File: src/rtl/core/brr_pkg.sv
package brr_pkg;

  localparam int DATA_W      = 32;
  localparam int CNT_W       = 8;
  localparam int ADDR_W      = 3;
  localparam int PROD_W      = 2 * DATA_W;
  localparam int DIV_CNT_W   = $clog2(DATA_W);
  localparam int QUEUE_DEPTH = 2;
  localparam int QCNT_W      = $clog2(QUEUE_DEPTH + 1);

  localparam int SHIFT_A = 13;
  localparam int SHIFT_B = 17;
  localparam int SHIFT_C = 5;

  localparam logic [CNT_W-1:0]  ATTEMPT_CAP = CNT_W'(255);
  localparam logic [DATA_W-1:0] RESET_RANGE = DATA_W'(1009);
  localparam logic [DATA_W-1:0] RESET_SEED  = DATA_W'(32'h1234_5678);
  localparam logic [DATA_W-1:0] RESET_THR   =
    DATA_W'((64'h1_0000_0000 - 64'(RESET_RANGE)) % 64'(RESET_RANGE));

  // register index, taken from the word address bit
  localparam logic REG_RANGE = 1'b0;
  localparam logic REG_SEED  = 1'b1;

  typedef struct packed {
    logic busy;
    logic done;
  } brr_div_st_t;

  function automatic logic [DATA_W-1:0] brr_xorshift(input logic [DATA_W-1:0] w);
    logic [DATA_W-1:0] x;
    x = w;
    x = x ^ (x << SHIFT_A);
    x = x ^ (x >> SHIFT_B);
    x = x ^ (x << SHIFT_C);
    return x;
  endfunction

endpackage

File: src/rtl/core/brr_front.sv
module brr_front
  import brr_pkg::*;
(
  input  logic clk,
  input  logic rst_n,
  input  logic in_valid,
  input  logic in_draw,
  output logic in_stall,
  input  logic hold,
  output logic req_pending,
  input  logic req_pop
);

  logic [QCNT_W-1:0] cnt_r;
  logic [QCNT_W-1:0] cnt_nxt;
  logic              push;

  assign in_stall    = hold || (cnt_r == QCNT_W'(QUEUE_DEPTH));
  // drop items that carry no request
  assign push        = in_valid && !in_stall && in_draw;
  assign req_pending = (cnt_r != '0);

  always_comb begin
    cnt_nxt = cnt_r;
    if (push && !req_pop) begin
      cnt_nxt = cnt_r + QCNT_W'(1);
    end else if (!push && req_pop) begin
      cnt_nxt = cnt_r - QCNT_W'(1);
    end
  end

  always_ff @(posedge clk) begin
    if (!rst_n) begin
      cnt_r <= '0;
    end else begin
      cnt_r <= cnt_nxt;
    end
  end

endmodule

File: src/rtl/core/brr_div.sv
module brr_div
  import brr_pkg::*;
(
  input  logic              clk,
  input  logic              rst_n,
  input  logic              start,
  input  logic [DATA_W-1:0] dividend,
  input  logic [DATA_W-1:0] divisor,
  output brr_div_st_t       st,
  output logic [DATA_W-1:0] rem
);

  logic                 busy_r;
  logic                 done_r;
  logic [DIV_CNT_W-1:0] cnt_r;
  logic [DATA_W-1:0]    dvd_r;
  logic [DATA_W-1:0]    dsr_r;
  logic [DATA_W-1:0]    rem_r;
  logic [DATA_W:0]      trial;
  logic [DATA_W-1:0]    rem_nxt;

  always_comb begin
    trial = {rem_r, dvd_r[DATA_W-1]};
    if (trial >= {1'b0, dsr_r}) begin
      rem_nxt = DATA_W'(trial - {1'b0, dsr_r});
    end else begin
      rem_nxt = trial[DATA_W-1:0];
    end
  end

  always_ff @(posedge clk) begin
    if (!rst_n) begin
      busy_r <= 1'b0;
      done_r <= 1'b0;
      cnt_r  <= '0;
    end else begin
      done_r <= 1'b0;
      if (start) begin
        busy_r <= 1'b1;
        cnt_r  <= DIV_CNT_W'(DATA_W - 1);
      end else if (busy_r) begin
        cnt_r <= cnt_r - DIV_CNT_W'(1);
        if (cnt_r == '0) begin
          busy_r <= 1'b0;
          done_r <= 1'b1;
        end
      end
    end
  end

  always_ff @(posedge clk) begin
    if (start) begin
      dvd_r <= dividend;
      dsr_r <= divisor;
      rem_r <= '0;
    end else if (busy_r) begin
      dvd_r <= dvd_r << 1;
      rem_r <= rem_nxt;
    end
  end

  assign st.busy = busy_r;
  assign st.done = done_r;
  assign rem     = rem_r;

endmodule

File: src/rtl/core/brr_back.sv
module brr_back
  import brr_pkg::*;
(
  input  logic              clk,
  input  logic              rst_n,
  input  logic              req_pending,
  output logic              req_pop,
  input  logic [DATA_W-1:0] range_size,
  input  logic [DATA_W-1:0] thr,
  input  logic              seed_wr,
  input  logic [DATA_W-1:0] seed_val,
  output logic              out_valid,
  input  logic              out_stall,
  output logic [DATA_W-1:0] out_value,
  output logic [CNT_W-1:0]  out_attempts
);

  localparam logic ST_IDLE  = 1'b0;
  localparam logic ST_CHECK = 1'b1;

  logic              state_r;
  logic [DATA_W-1:0] gen_r;
  logic [PROD_W-1:0] prod_r;
  logic [CNT_W-1:0]  tries_r;
  logic              out_valid_r;
  logic [DATA_W-1:0] out_value_r;
  logic [CNT_W-1:0]  out_attempts_r;

  logic [DATA_W-1:0] x_nxt;
  logic [PROD_W-1:0] prod_nxt;
  logic              accept;
  logic              out_free;
  logic              load_out;
  logic              step;

  assign x_nxt    = brr_xorshift(gen_r);
  assign prod_nxt = PROD_W'(x_nxt) * PROD_W'(range_size);
  assign accept   = (prod_r[DATA_W-1:0] >= thr) || (tries_r == ATTEMPT_CAP);
  assign out_free = !out_valid_r || !out_stall;

  assign req_pop  = (state_r == ST_IDLE) && req_pending && !seed_wr;
  assign load_out = (state_r == ST_CHECK) && accept && out_free;
  assign step     = req_pop || ((state_r == ST_CHECK) && !accept);

  always_ff @(posedge clk) begin
    if (!rst_n) begin
      state_r     <= ST_IDLE;
      out_valid_r <= 1'b0;
      gen_r       <= RESET_SEED;
    end else begin
      unique case (state_r)
        ST_IDLE: begin
          if (req_pop) begin
            state_r <= ST_CHECK;
          end
        end
        ST_CHECK: begin
          if (load_out) begin
            state_r <= ST_IDLE;
          end
        end
        default: state_r <= ST_IDLE;
      endcase

      if (load_out) begin
        out_valid_r <= 1'b1;
      end else if (!out_stall) begin
        out_valid_r <= 1'b0;
      end

      if (seed_wr) begin
        gen_r <= seed_val;
      end else if (step) begin
        gen_r <= x_nxt;
      end
    end
  end

  always_ff @(posedge clk) begin
    if (step) begin
      prod_r <= prod_nxt;
    end
    if (req_pop) begin
      tries_r <= CNT_W'(1);
    end else if (step) begin
      tries_r <= tries_r + CNT_W'(1);
    end
    if (load_out) begin
      out_value_r    <= prod_r[PROD_W-1:DATA_W];
      out_attempts_r <= tries_r;
    end
  end

  assign out_valid    = out_valid_r;
  assign out_value    = out_value_r;
  assign out_attempts = out_attempts_r;

endmodule

File: src/rtl/core/bounded_random_rejection.sv
// Unbiased random integers in [0, range_size) by multiply-and-reject over a
// 32-bit xorshift (13/17/5) generator. Each in_draw=1 item gives one result
// with the value and the number of generator steps used (capped at 255);
// an item with in_draw=0 is taken and gives nothing. A request leaves the
// two-entry request queue and is served by the single xorshift-and-multiply
// unit, one attempt after another, until its result is loaded for output.
// Writing range_size (offset 0x0) starts a bit-serial remainder unit that
// holds in_stall high while it runs; writing seed (offset 0x4) reloads the
// generator at once. Reads return the last written register values.
module bounded_random_rejection
  import brr_pkg::*;
(
  input  logic              clk,
  input  logic              rst_n,
  input  logic              in_valid,
  output logic              in_stall,
  input  logic              in_draw,
  output logic              out_valid,
  input  logic              out_stall,
  output logic [DATA_W-1:0] out_value,
  output logic [CNT_W-1:0]  out_attempts,
  input  logic              psel,
  input  logic              penable,
  input  logic              pwrite,
  input  logic [ADDR_W-1:0] paddr,
  input  logic [DATA_W-1:0] pwdata,
  output logic [DATA_W-1:0] prdata,
  output logic              pready
);

  logic [DATA_W-1:0] range_r;
  logic [DATA_W-1:0] seed_r;
  logic [DATA_W-1:0] thr_r;
  logic              wr_en;
  logic              range_wr;
  logic              seed_wr;
  logic              div_start;
  logic              req_pending;
  logic              req_pop;
  brr_div_st_t       div_st;
  logic [DATA_W-1:0] div_rem;

  assign pready    = 1'b1;
  assign wr_en     = psel && penable && pwrite && pready;
  assign range_wr  = wr_en && (paddr[2] == REG_RANGE);
  assign seed_wr   = wr_en && (paddr[2] == REG_SEED);
  assign div_start = range_wr;
  assign prdata    = (paddr[2] == REG_SEED) ? seed_r : range_r;

  always_ff @(posedge clk) begin
    if (!rst_n) begin
      range_r <= RESET_RANGE;
      seed_r  <= RESET_SEED;
      thr_r   <= RESET_THR;
    end else begin
      if (range_wr) begin
        range_r <= pwdata;
        if (pwdata == '0) begin
          thr_r <= '0;
        end
      end else if (div_st.done) begin
        thr_r <= div_rem;
      end
      if (seed_wr) begin
        seed_r <= pwdata;
      end
    end
  end

  brr_front u_front (
    .clk         (clk),
    .rst_n       (rst_n),
    .in_valid    (in_valid),
    .in_draw     (in_draw),
    .in_stall    (in_stall),
    .hold        (div_st.busy),
    .req_pending (req_pending),
    .req_pop     (req_pop)
  );

  brr_div u_div (
    .clk      (clk),
    .rst_n    (rst_n),
    .start    (div_start),
    .dividend (DATA_W'(0) - pwdata),
    .divisor  (pwdata),
    .st       (div_st),
    .rem      (div_rem)
  );

  brr_back u_back (
    .clk          (clk),
    .rst_n        (rst_n),
    .req_pending  (req_pending),
    .req_pop      (req_pop),
    .range_size   (range_r),
    .thr          (thr_r),
    .seed_wr      (seed_wr),
    .seed_val     (pwdata),
    .out_valid    (out_valid),
    .out_stall    (out_stall),
    .out_value    (out_value),
    .out_attempts (out_attempts)
  );

  a_div_holds_input: assert property (@(posedge clk) disable iff (!rst_n)
    div_st.busy |-> in_stall)
    else $error("input taken while threshold is recomputed");

  a_range_write_stalls: assert property (@(posedge clk) disable iff (!rst_n)
    (range_wr && (pwdata != '0)) |=> in_stall)
    else $error("range write did not hold the input");

  a_attempts_nonzero: assert property (@(posedge clk) disable iff (!rst_n)
    out_valid |-> (out_attempts != '0))
    else $error("result with zero attempts");

endmodule
File: config.mk
export PLATFORM = sky130hd
export DESIGN_NAME = bounded_random_rejection
export DESIGN_NICKNAME = d
export VERILOG_FILES = /design/src/rtl/core/brr_pkg.sv /design/src/rtl/core/brr_front.sv /design/src/rtl/core/brr_div.sv /design/src/rtl/core/brr_back.sv /design/src/rtl/core/bounded_random_rejection.sv
export SDC_FILE = /design/constraint.sdc
export NUM_CORES = 2
export LEC_CHECK = 0
export BUFFER_PORTS_ARGS = -buffer_cell sky130_fd_sc_hd__buf_2
export CORE_ASPECT_RATIO = 2
export CORE_MARGIN = 4
export CORE_UTILIZATION = 25
export CTS_BUF_LIST = sky130_fd_sc_hd__clkbuf_4
export DETAILED_ROUTE_END_ITERATION = 7
export PLACE_DENSITY = 0.42
export SLEW_MARGIN = 10
export SYNTH_ARGS = -nofsm -noshare
export SYNTH_HDL_FRONTEND = slang
export SYNTH_SLANG_ARGS = --single-unit
File: constraint.sdc
create_clock -name clk -period 13.4 [get_ports clk]
set_input_delay 2.68 -clock clk [delete_from_list [all_inputs] [get_ports clk]]
set_output_delay 2.68 -clock clk [all_outputs]
set_load 0.01 [all_outputs]
==> results.cfg <==
[timing]
relSlewSlack_pct = 19.5
period_minus_slack_ns = 10.61
finalHoldViolCount = 0
max_freq_mhz = 94.2
clock_skew_ns = 0.163
rsz0062_at_grt = no
finalSetupViolations = 0
finalSetupTns_ns = 0
drv_slew = 0
finalCritPeriodShare_pct = 79.2
tightest_slew_ns = 1.21

[yosys]
syn-num-nets = 6591
yosysTopAreaCell = fa_1
avgSynthCellArea_um2 = 9.40
ys_warn_count = 0
ys_top_cells_by_area = fa_1 36%, edfxtp_1 10%, ha_1 8.3%, and2_1 7.3%, dfxtp_1 7.2%
yosysSeqAreaShare_pct = 17.3
synth_top_area_share_pct = 35.9
ys_seq_elements = 347
synth_cell_types = 77
synthFlopType = dfxtp_1
synth_edf_count = 168
netlist_instances = 5319
synth_area_um2 = 50000
async_flop_share_pct = 0

[place]
gp_congestion = 0.884
io_buffer_count = 114
dp_hpwl_mm = 143

[global_route]
grt_overflow = 0
grt_pass1_wl_mm = 272
grt_pass1_vias = 41200
grtUsageTotal_pct = 18.1
grt_max_degree = 95
antenna_found_initial = 11

[min_path]
min_path_type = reg2reg

[clocking]
cts_setup_buffers = 0
cts_tree = yes
cts_resized = 0
root_buffer = clkbuf_4
path_clk_slew_ns = 0.07
worstSkewPairLatency_ns = 1.08
holdBufCountCts = 0
clkSinkCount = 347
numCtsBuffers = 100
cts_max_path_buffers = 3
cts_max_level = 3

[worst_setup_path]
crit_path_max_fanout = 34
worstSetupPathType = reg2reg
critPathMostFrequentCell = fa_1
r2r_slack_ns = 2.79
cp.arrival_ns = 11.30
cp_num_buf_inv = 4
cpMaxStageDelayCell = or4_1
crit_family = adder cells
cp_slowest_stage_delay_ns = 0.71
endpoint_kind = register
required_ns = 14.09
cp-start-kind = register

[routing]
postRouteAntennaNets = 0
wirelength_mm = 185
drc = 0
wl_per_cell_um = 23.1
firstDrtPassIters = 5
vias_per_cell = 4.65
vias = 37100
drtIter0Drc = 1776

[cells_and_area]
layout_commonest_cell = inv_1
layout.nets = 6597
layout_common_cells = 940 x inv_1, 897 x fa_1, 747 x nand2_1
area_delta_synth_final_pct = 9.87
drive_gt1_share_pct = 9.17

[die]
fp.dieW_um = 324
initial_core_util_pct = 25.2
die-area_um2 = 208000
die_h_um = 640
core-area_um2 = 199000
ioPinCount = 118
num_rows = 231

[flow_run]
max_cap_violations = 0

[outcome]
outcome = complete, no violations
## area by class of cell
type | instances | area (um2)
multi-input combinational | 3731 | 37000
inverter | 942 | 3540
timing repair buffer | 203 | 1240
clock inverter | 31 | 173
sequential | 347 | 8640
fill | 21200 | 144000
antenna | 8 | 20.0
tap | 2563 | 3210
clock buffer | 154 | 1160
## cell usage after synthesis (all sizes together), types with 4 or more instances
library cell,number
buf,19
nand2b,23
edfxtp,168
dfxtp,179
mux2i,23
nand2,747
and2,583
a211o,4
nand3,80
a21o,66
inv,940
a21boi,79
o21ai,134
nand4,19
a31oi,17
clkbuf,280
or4,10
xor2,66
nor3,30
a221o,4
o211ai,23
ha,332
nor4,14
o21a,18
fa,897
a21oi,123
nor2,86
nand3b,4
nor2b,37
xnor2,130
o31ai,10
a22oi,27
mux2,32
or3,7
or2,8
o21bai,16
and3,20
a211oi,13
## metal layers
metal / wire, um / up-vias / track usage (%)
li1: - / 16500 / -
met1: 57300 / 19300 / 16.5
met2: 105000 / 879 / 35.9
met3: 5220 / 463 / 1.90
met4: 17200 / 2 / 13.5
met5: 8 / - / 0
## flip-flops by register name (all words and copies together) (netlist names), 2 cells and up
register and cells:
u_back.prod_r 64, range_r 32, seed_r 32, thr_r 32
u_back.gen_r 32, u_back.out_value 32, u_div.dsr_r 32, u_div.dvd_r 32
u_div.rem 32, u_back.out_attempts 8, u_back.tries_r 8, u_div.cnt_r 5
u_front.cnt_r 2
## path summary, 6_finish.rpt
| check | depth (start not counted) | endpoint | startpoint |
|---|---|---|---|
| hold reg to reg | 0 | u_back.out_value[30]$_DFFE_PP_ | u_back.prod_r[62]$_DFFE_PP_ |
| setup / recovery | 26 | u_back.prod_r[57]$_DFFE_PP_ | u_back.gen_r[10]$_SDFFE_PN1P_ |
| hold / removal | 0 | u_back.out_value[30]$_DFFE_PP_ | u_back.prod_r[62]$_DFFE_PP_ |
| setup reg to reg | 26 | u_back.prod_r[57]$_DFFE_PP_ | u_back.gen_r[10]$_SDFFE_PN1P_ |
## per-stage QoR
stage | worst slack [ns] | cell area [um2] | std cells | utilization, % | hold WS, ns
floorplan | 5.31 | 50000 | 5319 | - | 0.400
global placement | 2.82 | 53600 | 7786 | 27.0 | 0.406
detailed placement | 2.82 | 53600 | 7786 | 27.0 | 0.405
CTS | 2.72 | 54900 | 7971 | 27.7 | 0.408
global route | 2.43 | 54900 | 7975 | 27.7 | 0.418
finish | 2.79 | 54900 | 7979 | 27.7 | 0.412
## cell families after synthesis
group | count (synthesis) | synth area share [%]
mux | 55 | 1.18
buf+inv | 1241 | 9.43
compound gates | 571 | 7.66
fa+ha+maj | 1229 | 44.2
other cells | 1 | 0.00750
xor+xnor | 196 | 3.43
simple gates | 1679 | 16.8
flops | 347 | 17.3
## worst reg2reg max path: stages, from the launching register on
cell and delay (ns):
dfxtp_1 0.48, xor2_1 0.55, xnor2_2 0.18, buf_4 0.49
xnor2_2 0.18, buf_4 0.49, and2_1 0.26, fa_1 0.43
fa_1 0.61, inv_1 0.09, fa_1 0.48, fa_1 0.56
inv_1 0.06, fa_1 0.65, fa_1 0.46, fa_1 0.61
fa_1 0.45, ha_1 0.45, nand2_1 0.11, nor3_1 0.44
and4b_1 0.27, a221o_1 0.30, o21ai_1 0.36, or4_1 0.72
nand3_1 0.27, a41oi_1 0.17, xnor2_1 0.18
Power is not shown: default switching activity piles up to over one toggle a cycle in this logic, so the estimate is an artifact.
